==> src/sv/lhb_pkg.sv <==
// Shared types, codes and field widths for the latency histogram binner.
package lhb_pkg;

	localparam int KIND_W  = 2;
	localparam int CLASS_W = 3;
	localparam int LAT_W   = 48;
	localparam int SLOT_W  = 6;
	localparam int DATA_W  = 64;
	localparam int HIT_W   = 6;
	localparam int OUTC_W  = 2;

	typedef enum logic [KIND_W-1:0] {
		KIND_RECORD = 2'd0,
		KIND_LOAD   = 2'd1,
		KIND_READ   = 2'd2,
		KIND_NONE   = 2'd3
	} kind_t;

	// record outcome codes
	localparam logic [OUTC_W-1:0] OUTC_SUCCESS = 2'd0;
	localparam logic [OUTC_W-1:0] OUTC_ERROR   = 2'd1;
	localparam logic [OUTC_W-1:0] OUTC_NONUSER = 2'd2;
	localparam logic [OUTC_W-1:0] OUTC_NONE    = 2'd0;

	typedef struct packed {
		logic [KIND_W-1:0]  kind;
		logic [CLASS_W-1:0] op_class;
		logic [LAT_W-1:0]   latency;
		logic               is_error;
		logic               is_user;
		logic [SLOT_W-1:0]  slot;
		logic [LAT_W-1:0]   bound_value;
	} item_t;

	typedef struct packed {
		logic [DATA_W-1:0] read_data;
		logic [HIT_W-1:0]  bucket_hit;
		logic [OUTC_W-1:0] counted;
	} result_t;

	typedef enum logic [3:0] {
		ST_CLEAR,
		ST_IDLE,
		ST_DISPATCH,
		ST_LAST_RD,
		ST_LAST_CHK,
		ST_SCAN_RD,
		ST_SCAN_CHK,
		ST_CNT_RD,
		ST_CNT_WR,
		ST_FINISH
	} state_t;

	typedef struct packed {
		logic in_ready;
		logic capture;
		logic clr_step;
		logic last_rd;
		logic last_chk;
		logic scan_rd;
		logic scan_chk;
		logic cnt_rd;
		logic cnt_wr;
		logic finish;
	} cmd_t;

	typedef struct packed {
		logic clr_last;
		logic need_scan;
		logic need_cnt_rd;
		logic over_last;
		logic bound_hit;
		logic out_free;
	} sts_t;

endpackage

==> src/sv/lhb_ctrl.sv <==
// Controller state machine: sequences clear sweep, bound scan and counter updates.
module lhb_ctrl import lhb_pkg::*; (
	input  logic clk,
	input  logic arst_n,
	input  logic in_valid,
	input  sts_t sts,
	output cmd_t cmd
);

	state_t state_q, state_nx;

	always_ff @(posedge clk or negedge arst_n) begin
		if (!arst_n) begin
			state_q <= ST_CLEAR;
		end else begin
			state_q <= state_nx;
		end
	end

	always_comb begin
		state_nx = state_q;
		unique case (state_q)
			ST_CLEAR:    if (sts.clr_last) state_nx = ST_IDLE;
			ST_IDLE:     if (in_valid) state_nx = ST_DISPATCH;
			ST_DISPATCH: begin
				if (sts.need_scan) state_nx = ST_LAST_RD;
				else if (sts.need_cnt_rd) state_nx = ST_CNT_RD;
				else state_nx = ST_FINISH;
			end
			ST_LAST_RD:  state_nx = ST_LAST_CHK;
			ST_LAST_CHK: state_nx = sts.over_last ? ST_FINISH : ST_SCAN_RD;
			ST_SCAN_RD:  state_nx = ST_SCAN_CHK;
			ST_SCAN_CHK: state_nx = sts.bound_hit ? ST_CNT_RD : ST_SCAN_RD;
			ST_CNT_RD:   state_nx = sts.need_scan ? ST_CNT_WR : ST_FINISH;
			ST_CNT_WR:   state_nx = ST_FINISH;
			ST_FINISH:   if (sts.out_free) state_nx = ST_IDLE;
			default:     state_nx = ST_CLEAR;
		endcase
	end

	always_comb begin
		cmd = '0;
		unique case (state_q)
			ST_CLEAR:    cmd.clr_step = 1'b1;
			ST_IDLE: begin
				cmd.in_ready = 1'b1;
				cmd.capture  = in_valid;
			end
			ST_DISPATCH: cmd = '0;
			ST_LAST_RD:  cmd.last_rd  = 1'b1;
			ST_LAST_CHK: cmd.last_chk = 1'b1;
			ST_SCAN_RD:  cmd.scan_rd  = 1'b1;
			ST_SCAN_CHK: cmd.scan_chk = 1'b1;
			ST_CNT_RD:   cmd.cnt_rd   = 1'b1;
			ST_CNT_WR:   cmd.cnt_wr   = 1'b1;
			ST_FINISH:   cmd.finish   = sts.out_free;
			default:     cmd = '0;
		endcase
	end

endmodule

==> config.mk <==
export PLATFORM = sky130hd
export DESIGN_NAME = lhb_ctrl
export DESIGN_NICKNAME = d
export VERILOG_FILES = /design/src/sv/lhb_pkg.sv /design/src/sv/lhb_ctrl.sv
export SDC_FILE = /design/constraint.sdc
export NUM_CORES = 1
export LEC_CHECK = 0
export BUFFER_PORTS_ARGS = -buffer_cell sky130_fd_sc_hd__buf_2
export CAP_MARGIN = 5
export CELL_PAD_IN_SITES_DETAIL_PLACEMENT = 1
export CELL_PAD_IN_SITES_GLOBAL_PLACEMENT = 1
export CORE_UTILIZATION = 26
export DETAILED_ROUTE_END_ITERATION = 8
export PLACE_DENSITY = 0.74
export SLEW_MARGIN = 15
export SYNTH_ARGS = -nofsm -noshare
export SYNTH_HDL_FRONTEND = slang
export SYNTH_SLANG_ARGS = --single-unit
==> constraint.sdc <==
create_clock -name clk -period 1.4 [get_ports clk]
set_clock_uncertainty 0.2 [all_clocks]
set_input_delay 0 -clock clk [delete_from_list [all_inputs] [get_ports clk]]
set_output_delay 0 -clock clk [all_outputs]
set_load 0.01 [all_outputs]
== Word-level counts from Yosys, hierarchy flattened ==
Cells that the tools add are included.
Word-level totals
  register bits after elaboration: 4
  input bits: 9
Operators by class
  muxes and demuxes: 18
  reductions and logical operators: 2
  equality and inequality tests: 12
Operators by type and width (count)
  $pmux W4 S10: 1
  $mux W4: 6
  $eq A4 B3 Y1 const B: 4
  $mux W1: 9
  $eq A4 B2 Y1 const B: 2
  $eq A4 B4 Y1 const B: 2
  $ne A2 B2 Y1 const B: 3
  $eq A4 B1 Y1 const B: 1
  $logic_not A4 Y1: 1
  $mux W2: 2
  $reduce_and A3 Y1: 1

== Depth between registers and ports, before layout ==
Gate-level depths: netlist of run 1.
  depth after elaboration: 3
  mapped depth: 5
  mapped depth without buffers: 4

== Worst setup path before layout of run 1 ==
Ideal clock, no wire load.
  kind: register -> register
  start point: register state_q[0]
  end point: register state_q[0]
  arrival: 1.220 ns
  cell stages (with the launch flop): 5
  data required time: 1.072 ns
  setup slack: -0.148 ns
  cell sequence: dfrtp_1 nor3_1 a31oi_1 o32ai_2 mux2_1
Between the ends
  longest elaborated chain between the ends: 3
  elaborated cells between the ends (all ways): 15
RTL lines
  start, declared: line lhb_ctrl.sv:10  | state_t state_q, state_nx;
  start signal, assigned: line lhb_ctrl.sv:16  | state_q <= state_nx;
  $eq A4 B4 Y1 (tied with other cells): line lhb_ctrl.sv:22  | unique case (state_q)
  $ne A2 B2 Y1 (no source line)
  $reduce_and A3 Y1 (no source line)
Several ways; a longest one is shown, not always the timed one.
A chain may end at the register's enable or synchronous reset.

== Worst setup path in the final report of run 1 ==
Ends and elaborated chain as after synthesis.

==> results of run 1 <==
-- power by group through the flow --
stage	clock, W	combinational (W)	sequential [W]
after floorplan	0	0.000608	0.000221
after global placement	0	0.000920	0.000219
after detailed placement	0	0.000945	0.000223
after CTS	0.000146	0.00129	0.000252
after global routing	0.000147	0.00176	0.000270
final	0.000139	0.00166	0.000260
-- cell usage in the layout (no fill, tap or decap), types with 2 or more instances in the layout --
cell type                       netlist  layout
sky130_fd_sc_hd__a21oi_1              4       2
sky130_fd_sc_hd__buf_6                0      11
sky130_fd_sc_hd__dfrtp_1              4       2
sky130_fd_sc_hd__nor3_2               0       5
sky130_fd_sc_hd__dlygate4sd3_1        0       5
sky130_fd_sc_hd__nor2b_4              0       2
sky130_fd_sc_hd__inv_1                4       2
sky130_fd_sc_hd__nor2_1               5       3
sky130_fd_sc_hd__buf_8                0       2
sky130_fd_sc_hd__nand2_1              5       4
sky130_fd_sc_hd__buf_4                3       6
sky130_fd_sc_hd__clkbuf_4             0       3
sky130_fd_sc_hd__dfrtp_2              0       2
sky130_fd_sc_hd__a21oi_2              0       2
sky130_fd_sc_hd__buf_2                0      16
sky130_fd_sc_hd__nand2b_4             0       2
-- how the worst min path moves through the flow --
stage	slack [ns]	startpoint	to	depth (start not counted)
after global routing	0.09	sts[3]	state_q[3]$_DFFE_PN0P_	3
after global placement	-0.39	arst_n	state_q[1]$_DFFE_PN0P_	1
final	0.07	sts[3]	state_q[3]$_DFFE_PN0P_	3
after CTS	0.02	sts[3]	state_q[2]$_DFFE_PN0P_	4
after floorplan	-0.50	arst_n	state_q[0]$_DFFE_PN0P_	0
after detailed placement	-0.39	arst_n	state_q[2]$_DFFE_PN0P_	1
-- kinds of logic after synthesis --
logic type	count (synthesis)
simple gates	26
flops	4
mux	1
compound gates	14
buf+inv	8
-- worst reg2reg max path, delay by kind of cell, from the launching register on --
kind / cells / cell delay, ns
DFF: 1 / 0.43
and+or+nand+nor: 1 / 0.15
muxes: 1 / 0.33
AOI/OAI and AO/OA: 2 / 0.36
-- through the flow --
step / instance area, µm² / cells / util (%) / setup slack (ns)
CTS: 772.0 / 103 / 56.50 / -0.1384
global route: 884.6 / 107 / 64.74 / -0.2177
floorplan: 404.1 / 53 / - / -0.1423
detailed placement: 559.3 / 93 / 40.93 / -0.1949
finish: 884.6 / 107 / 64.74 / -0.1740
global placement: 559.3 / 93 / 40.93 / -0.1390
-- layout make-up --
| cell class | instances | area [µm²] |
|---|---|---|
| Clock buffer | 3 | 22.52 |
| Fill cell | 161 | 481.7 |
| Inverter | 4 | 17.52 |
| Multi-Input combinational cell | 41 | 394.1 |
| Sequential cell | 4 | 102.6 |
| Tap cell | 15 | 18.77 |
| Timing Repair Buffer | 40 | 329.1 |
-- metal layers --
layer / up-vias / wire, µm / track usage (%)
met4: 0 / 9 / 11.29
met3: 2 / 51 / 5.319
met2: 18 / 1008 / 41.02
met1: 270 / 850 / 22.48
li1: 266 / - / -
met5: - / 0 / 0
-- repair_timing --
action / 4_1_cts / 5_1_grt
cloned: 0 / 0
endpoints found under the hold margin: 8 / 0
pin swaps: 8 / 6
hold buffers: 5 / 0
endpoints found under the setup margin: 14 / 14
resized for setup: 28 / 20
buffers inserted: 3 / 4
==> flow_summary.ini, run 1 <==
[status]
status = finished with violations
failed_checks = setup timing

[pwr]
cell_internal_pwr_w = 0.001142
worst_ir_drop_vdd_uv = 1356
netSwitchingFraction_pct = 44.62
leakage_nw = 0.4181
post-layout-total-power_w = 0.002063
share_comb_of_total_power_pct = 80.7
p_switching_w = 0.0009206
seq_power_share_pct = 12.6
clock_power_share_pct = 6.7
power_per_cell_area_nw_per_um2 = 2332

[final_layout]
largest_register_ff_count = 4
layout-area-overhead-vs-synth_pct = 120.2
largest_registers = state_q: 4 flops
final_nets = 103
share_of_final_layout_standard_cells_stronger_than_drive_strength_1_pct = 71.74
register_containing_the_most_flip_flops_in_the_final_layout = state_q
antenna_cells_inserted = 0

[yosys]
yosysSeqAreaShare_pct = 24.92
post_synth_and_or_nand_nor_area_fraction_pct = 33.96
synth_area_leaders = sky130_fd_sc_hd__dfrtp_1, sky130_fd_sc_hd__nor3_1, sky130_fd_sc_hd__buf_4
synth_compound_gate_area_share_pct = 25.55
post_synth_most_frequent_cells = sky130_fd_sc_hd__nor3_1, sky130_fd_sc_hd__nand2_1, sky130_fd_sc_hd__nor2_1
synthDominantAreaCellType = sky130_fd_sc_hd__dfrtp_1
synth_flop_cell = sky130_fd_sc_hd__dfrtp_1
postSynthAreaPerCell_um2 = 7.578
synthDominantCellAreaShare_pct = 24.92
adder_and_majority_gate_portion_of_the_synthesized_area_pct = 0
cell_with_the_most_instances_after_synthesis = sky130_fd_sc_hd__nor3_1
synth.yosys.warnings = 0
synth.net_count = 62
synth_area_um2 = 401.6
synth_mux_area_share_pct = 2.804
number_of_synthesized_flops_with_an_enable_pin = 0
synthesis.instances = 53
ys_async_sr_fraction_pct = 100.0
yosys.area_share.xor_xnor_pct = 0
synth-seq-cells = 4
synthDistinctLibCells = 26
largest_family_of_logic_cells_by_synthesized_area = simple AND/OR/NAND/NOR gates

[die]
die_area_um2 = 1706
site_row_count = 13
die-height_um = 41.31
initial_utilization_pct = 29.40
num_io_pins = 19
dieWidth_um = 41.31
core_region_area_um2 = 1366

[clock_tree]
cts_tree = yes
cts_max_level = 1
ctsLongestPathBuffers = 2
cts_num_sinks = 4
clk_pin_slew_worst_paths_ns = 0.03
worstSkewPairLatency_ns = 0.23
ctsRootBufferMaster = sky130_fd_sc_hd__clkbuf_4
numCtsBuffers = 3

[grt]
globalRoute.totalOverflow = 0
globalRouteTotalUtil_pct = 22.02
grt_antenna_before_repair = 0
first_global_vias = 527
largest_net_degree_at_the_start_of_global_routing = 14
grt_pass1_wl_mm = 2.332

[timing]
finalCritPeriodShare_pct = 112.4
timing.slew.headroom_pct = 82.39
maxClockFrequency_mhz = 635.3
postLayoutSetupSlackWorst_ns = -0.1740
grt_setup_unrepaired = yes
finalWorstPathRequiredPeriod_ns = 1.574
drv_slew = 0
final-setup-viol-count = 14
finalHoldViolCount = 0
final.setup.tns_ns = -1.272
timing_worst_slew_pin_value_ns = 0.2641
final.hold.worst_slack_ns = 0.06801

[setup_path]
rr_endpoint = state_q[0]$_DFFE_PN0P_
path_cells = nor3_2, a31oi_2, o32ai_4, mux2_4
crit-reg2reg-launch = state_q[0]$_DFFE_PN0P_
crit_path_class = flop to flop
path_depth = 4
worst_ep_arrival_time_ns = 1.48
crit_buf_inv = 0
cpPeakStageDelay_ns = 0.43
required_ns = 1.31
timing.critical_path.to_type = flop
crit_end = state_q[0]$_DFFE_PN0P_
worst-r2r-setup-slack_ns = -0.17
worst_path_max_delay_cell = sky130_fd_sc_hd__dfrtp_1
rr_worst_depth = 4
startpoint_type = flop
worstSetupStartpoint = state_q[0]$_DFFE_PN0P_
critical_path.max_fanout = 4
timing.critical_path.max_delay_family = flip-flops

[drt]
ant_nets = 0
totalWireLength_mm = 1.919
drc = 0
drtPass1Iterations = 1
avgViaCountPerCell = 5.196
detailroute.via_count = 556
wl_per_cell_um = 17.93
first_iter_violations = 0

[hold_path]
worst_hold_path_type = input port to flop

[placed_design]
port_buffers = 18
gpl.final_weighted_congestion = 0.7318
hpwl_um = 991.5

[job]
drv_cap = 0
Power figures use the tool's default switching activity.
==> inputs of run 2 (changes only) <==
ABC_AREA = 1   (was unset)
CORE_UTILIZATION = 24   (was 26)
PLACE_DENSITY = 0.73   (was 0.74)
==> run 2 against run 1 <==
Effect of this change:
- register-to-register slack gained 0.21 ns
- global-route usage fell by 6.4 points
- first-iteration DRC count increased by 3
- critical endpoint is now cmd[1]
- cell count grew 11%
- count of clock-buffer cells in the layout stayed put
- clock power is essentially flat
- hold slack worse by 0.061 ns
- largest power group unchanged
- power shrank 38%
- die area up 7.3%
- the run now ends clean
- sequential cell count stayed put
==> flow_summary.ini, run 2 <==
[grt]
largest_net_degree_at_the_start_of_global_routing = 8
grt_pass1_wl_mm = 2.159
first_global_vias = 532
grt_antenna_before_repair = 0
globalRouteTotalUtil_pct = 15.61
globalRoute.totalOverflow = 0

[clock_tree]
numCtsBuffers = 3
clk_pin_slew_worst_paths_ns = 0.04
cts_num_sinks = 4
cts_tree = yes
ctsLongestPathBuffers = 2
ctsRootBufferMaster = sky130_fd_sc_hd__clkbuf_4
cts_max_level = 1
worstSkewPairLatency_ns = 0.23

[final_layout]
leading_cell_types_in_the_layout_fill_and_taps_excluded = sky130_fd_sc_hd__buf_2, sky130_fd_sc_hd__nand2_1, sky130_fd_sc_hd__nor2_1
layout-area-overhead-vs-synth_pct = 76.80
instances_no_fill = 119
register_containing_the_most_flip_flops_in_the_final_layout = state_q
largest_registers = state_q: 4 flops
final_common_cell = sky130_fd_sc_hd__buf_2
final_nets = 114
antenna_cells_inserted = 0
largest_register_ff_count = 4
fillers = 210
share_of_final_layout_standard_cells_stronger_than_drive_strength_1_pct = 52.43

[pwr]
leakage_nw = 0.4145
power_per_cell_area_nw_per_um2 = 1804
worst_ir_drop_vdd_uv = 780.5

[yosys]
synth-seq-cells = 4
cell_with_the_most_instances_after_synthesis = sky130_fd_sc_hd__nand2_1
synth.net_count = 78
postSynthAreaPerCell_um2 = 5.785
largest_family_of_logic_cells_by_synthesized_area = simple AND/OR/NAND/NOR gates
ys_async_sr_fraction_pct = 100.0
yosys.area_share.xor_xnor_pct = 0
synthDominantCellAreaShare_pct = 25.08
synthDistinctLibCells = 14
synth.yosys.warnings = 0
number_of_synthesized_flops_with_an_enable_pin = 0
synth_area_um2 = 399.1
post_synth_most_frequent_cells = sky130_fd_sc_hd__nand2_1, sky130_fd_sc_hd__nor2_1, sky130_fd_sc_hd__inv_1
synth_mux_area_share_pct = 0
synth_area_leaders = sky130_fd_sc_hd__dfrtp_1, sky130_fd_sc_hd__nand2_1, sky130_fd_sc_hd__nor2_1
synth_compound_gate_area_share_pct = 1.254
synthesis.instances = 69
adder_and_majority_gate_portion_of_the_synthesized_area_pct = 0
post_synth_and_or_nand_nor_area_fraction_pct = 62.38
yosysSeqAreaShare_pct = 25.08
synthDominantAreaCellType = sky130_fd_sc_hd__dfrtp_1
synth_flop_cell = sky130_fd_sc_hd__dfrtp_1

[timing]
finalWorstPathRequiredPeriod_ns = 1.387
finalHoldViolCount = 0
timing.slew.headroom_pct = 85.41
postLayoutSetupSlackWorst_ns = 0.01341
final.setup.tns_ns = 0
final-setup-viol-count = 0
timing_worst_slew_pin_value_ns = 0.2181
drv_slew = 0
finalCritPeriodShare_pct = 99.04
final.hold.worst_slack_ns = 0.007083
maxClockFrequency_mhz = 721.2
grt_setup_unrepaired = yes

[drt]
ant_nets = 0
drc = 0
wl_per_cell_um = 11.95
first_iter_violations = 3
avgViaCountPerCell = 4.664
drtPass1Iterations = 2
totalWireLength_mm = 1.422
detailroute.via_count = 555

[setup_path]
timing.critical_path.to_type = output pin
worst_ep_arrival_time_ns = 1.19
startpoint_type = flop
cpPeakStageDelay_ns = 0.44
crit_path_class = flop to output pin
worst_path_max_delay_cell = sky130_fd_sc_hd__dfrtp_2
timing.critical_path.max_delay_family = flip-flops
critical_path.max_fanout = 6
required_ns = 1.20
path_cells = nor2_1, nand2_2, inv_1, buf_2
crit_buf_inv = 2

[placed_design]
dpl_worst_slack_ns = -0.02642
hpwl_mm = 1.060
port_buffers = 18
gpl.final_weighted_congestion = 0.8331
placed_cells_incl_taps = 103

[status]
status = finished, final reports clean

[die]
die_area_um2 = 1830
initial_utilization_pct = 26.19
dieWidth_um = 42.78
core_region_area_um2 = 1524
die-height_um = 42.78
site_row_count = 14
num_io_pins = 19

[hold_path]
worst_hold_path_type = input port to flop

[job]
drv_cap = 0
[run 2: logic make-up after synthesis]
kind of cell	Yosys count
AOI/OAI and AO/OA	1
buffers and inverters	12
DFF	4
and+or+nand+nor	52
[run 2: stage by stage]
stage | power, W | util, % | instance area, µm²
6_report | 0.001273 | 46.31 | 705.7
5_1_grt | 0.001390 | 46.31 | 705.7
4_1_cts | 0.001090 | 40.97 | 624.3
3_5_place_dp | 0.0008912 | 33.42 | 509.2
3_3_place_gp | 0.0008753 | 33.42 | 509.2
2_1_floorplan | 0.0006842 | - | 399.1
[run 2: where the power goes]
group / leakage, nW / internal, W / switching (W)
registers: 0.0475 / 0.000171 / 0.0000808
logic: 0.353 / 0.000350 / 0.000532
clock network: 0.0138 / 0.0000956 / 0.0000424
total: 0.415 / 0.000617 / 0.000656
[run 2: metal layers]
layer / vias to the layer above / GRT usage (%) / share of wire, %
met1: 265 / 17.66 / 43
met2: 12 / 28.79 / 55
met5: - / 0 / 0
li1: 278 / - / -
met3: 0 / 3.830 / 2.3
met4: 0 / 3.750 / 0
[run 2: cell type report]
cell class	instances	area, µm²	share of cell area, %
Inverter	12	47.55	6.738
Sequential cell	4	103.9	14.72
Timing Repair Buffer	31	207.7	29.43
Multi-Input combinational cell	53	304.0	43.09
Clock buffer	3	22.52	3.191
Tap cell	16	20.02	2.837
[run 2: worst paths after layout]
| kind | cells after the start | endpoint | from | slack, ns |
|---|---|---|---|---|
| max in group asynchronous | 3 | state_q[2]$_DFFE_PN0P_ | arst_n | 0.34 |
| max reg2reg | 8 | state_q[0]$_DFFE_PN0P_ | state_q[1]$_DFFE_PN0P_ | 0.04 |
| min | 4 | state_q[1]$_DFFE_PN0P_ | sts[5] | 0.007 |
| max | 4 | cmd[1] | state_q[0]$_DFFE_PN0P_ | 0.01 |
| min reg2reg | 2 | state_q[0]$_DFFE_PN0P_ | state_q[0]$_DFFE_PN0P_ | 0.39 |
| min in group asynchronous | 3 | state_q[1]$_DFFE_PN0P_ | arst_n | 0.47 |
[run 2: worst register-to-register path: cells and delay by family, from the launching register on]
family | cells | cell delay (ns)
AND/OR/NAND/NOR | 7 | 0.50
flip-flops | 1 | 0.44
buffers and inverters | 1 | 0.10
[run 2: repair_timing]
action	in CTS	in global routing
pin swaps	0	2
endpoints found under the hold margin	8	0
gates resized for setup	6	15
setup endpoints to repair	10	13
setup buffers	0	5
hold buffers	8	0
==> inputs of run 3 (changes only) <==
CORE_UTILIZATION = 26   (was 24)
CTS_BUF_LIST = sky130_fd_sc_hd__clkbuf_8   (was unset)
CTS_CLUSTER_SIZE = 14   (was unset)
PLACE_DENSITY = 0.78   (was 0.73)
==> run 3 against run 2 <==
Effect of this change:
- the run now ends with hold timing, setup timing left
- clock power up 70%
- cell area fell by 5.3%
- sequential share of layout area increased by 0.83 points
- via count fell by 10%
- cell count decreased by 6.7%
- non-clock buffer count decreased by 7
- sequential cell count stayed put
- largest power group unchanged
- fmax shrank 2.0%
==> flow_summary.ini, run 3 (synthesis gave the netlist of run 2 again) <==
[status]
status = finished with violations
failed_checks = hold timing, setup timing

[drt]
ant_nets = 0
avgViaCountPerCell = 4.477
drtPass1Iterations = 4
drc = 0
detailroute.via_count = 497
wl_per_cell_um = 13.33
totalWireLength_mm = 1.480
first_iter_violations = 4

[timing]
drv_slew = 0
finalWorstPathRequiredPeriod_ns = 1.415
postLayoutSetupSlackWorst_ns = -0.01511
timing.slew.headroom_pct = 86.42
grt_setup_unrepaired = yes
finalHoldViolCount = 1
maxClockFrequency_mhz = 706.7
final-setup-viol-count = 1
timing_worst_slew_pin_value_ns = 0.2031
finalCritPeriodShare_pct = 101.1
final.hold.worst_slack_ns = -0.001139

[clock_tree]
cts_setup_buffers = 0
cts_tree = yes
cts_num_sinks = 4
ctsLongestPathBuffers = 2
cts_max_level = 1
numCtsBuffers = 3
worstSkewPairLatency_ns = 0.21
ctsRootBufferMaster = sky130_fd_sc_hd__clkbuf_8
clk_pin_slew_worst_paths_ns = 0.03

[setup_path]
timing.critical_path.max_delay_family = flip-flops
startpoint_type = flop
critical_path.max_fanout = 4
worst_ep_arrival_time_ns = 1.22
crit_buf_inv = 2
worst_path_max_delay_cell = sky130_fd_sc_hd__dfrtp_1
path_cells = inv_2, nand2_2, nor2_2, buf_2
required_ns = 1.20
cpPeakStageDelay_ns = 0.42
crit_path_class = flop to output pin
worst-r2r-setup-slack_ns = 0.02
timing.critical_path.to_type = output pin

[final_layout]
antenna_cells_inserted = 0
register_containing_the_most_flip_flops_in_the_final_layout = state_q
final_util_pct = 48.90
share_of_final_layout_standard_cells_stronger_than_drive_strength_1_pct = 51.04
leading_cell_types_in_the_layout_fill_and_taps_excluded = sky130_fd_sc_hd__buf_2, sky130_fd_sc_hd__nand2_1, sky130_fd_sc_hd__nor2_1, sky130_fd_sc_hd__inv_1
layout-area-overhead-vs-synth_pct = 67.40
largest_registers = state_q: 4 flops
largest_register_ff_count = 4
final_common_cell = sky130_fd_sc_hd__buf_2
fillers = 190
stdcell_area_um2 = 668.1
final_nets = 107

[die]
initial_utilization_pct = 29.21
die_area_um2 = 1696
site_row_count = 13
dieWidth_um = 41.18
core_region_area_um2 = 1366
num_io_pins = 19
die-height_um = 41.18

[placed_design]
dpl_worst_slack_ns = -0.002140
port_buffers = 18
placed_cell_area_um2 = 508.0
hpwl_mm = 1.020
gpl.final_weighted_congestion = 0.7993

[pwr]
netSwitchingFraction_pct = 50.94
clock_power_share_pct = 18.0
p_switching_w = 0.0006656
cell_internal_pwr_w = 0.0006410
seq_power_share_pct = 21.2
power_per_cell_area_nw_per_um2 = 1956
leakage_nw = 0.3890
worst_ir_drop_vdd_uv = 979.7
share_comb_of_total_power_pct = 60.8

[job]
drv_cap = 0

[grt]
globalRoute.totalOverflow = 0
first_global_vias = 457
grt_pass1_wl_mm = 1.959
largest_net_degree_at_the_start_of_global_routing = 8
globalRouteTotalUtil_pct = 18.53
grt_antenna_before_repair = 0

[hold_path]
worst_hold_path_type = input port to flop
==> run 3: changes by cell type in the layout (fill, tap and decap cells not counted), sizes merged <==
cell	before	now
buf	23	18
dlygate4sd3	8	6
==> run 3: power by group through the flow <==
| stage | Clock (W) | Combinational, W | Sequential (W) |
|---|---|---|---|
| 2_1_floorplan | 0 | 0.000459 | 0.000225 |
| 3_3_place_gp | 0 | 0.000639 | 0.000238 |
| 3_5_place_dp | 0 | 0.000649 | 0.000240 |
| 4_1_cts | 0.000245 | 0.000679 | 0.000243 |
| 5_1_grt | 0.000251 | 0.000877 | 0.000288 |
| 6_report | 0.000235 | 0.000794 | 0.000277 |
==> run 3: what timing repair did <==
| item | in CTS | in global routing |
|---|---|---|
| hold endpoints to repair | 8 | 0 |
| hold buffers | 6 | 0 |
| pin swaps | 0 | 1 |
| cloned | 0 | 0 |
| resized for setup | 4 | 18 |
| setup endpoints to repair | 6 | 10 |
==> run 3: tightest hold or removal path: cells and delay by family <==
family | cells | cell delay [ns]
and+or+nand+nor | 2 | 0.22
buffers and inverters | 2 | 0.13
==> run 3: path summary, 6_finish.rpt <==
check	from	end	cells after the start
worst min-delay path	sts[0]	state_q[3]$_DFFE_PN0P_	4
worst max-delay path	state_q[3]$_DFFE_PN0P_	cmd[5]	4
worst max register to register	state_q[2]$_DFFE_PN0P_	state_q[0]$_DFFE_PN0P_	6
max in group asynchronous	arst_n	state_q[2]$_DFFE_PN0P_	3
worst min register to register	state_q[0]$_DFFE_PN0P_	state_q[0]$_DFFE_PN0P_	2
min in group asynchronous	arst_n	state_q[3]$_DFFE_PN0P_	3
==> run 3: per-layer routing <==
metal | up-vias | track usage (%) | routed length [µm]
li1 | 264 | - | -
met1 | 216 | 23.38 | 662
met2 | 15 | 26.95 | 751
met3 | 2 | 3.804 | 43
met4 | 0 | 14.52 | 21
met5 | - | 0 | 0
==> run 3: final cells by class <==
type	instances	area (µm²)	area share, %
clock buffer	3	41.29	6.180
inverter	12	47.55	7.116
multi-input combinational	53	306.5	45.88
sequential	4	103.9	15.54
tap	15	18.77	2.809
timing repair buffer	24	150.1	22.47
==> run 3: through the flow <==
step,hold slack [ns],instances,power (W),TNS [ns]
after global routing,0.02971,111,0.001416,-0.4270
after detailed placement,-0.3904,102,0.0008885,-0.002140
after floorplan,-0.4956,69,0.0006842,0
after CTS,0.001159,111,0.001167,0
after global placement,-0.3921,102,0.0008771,0
final,-0.001139,111,0.001307,-0.01511
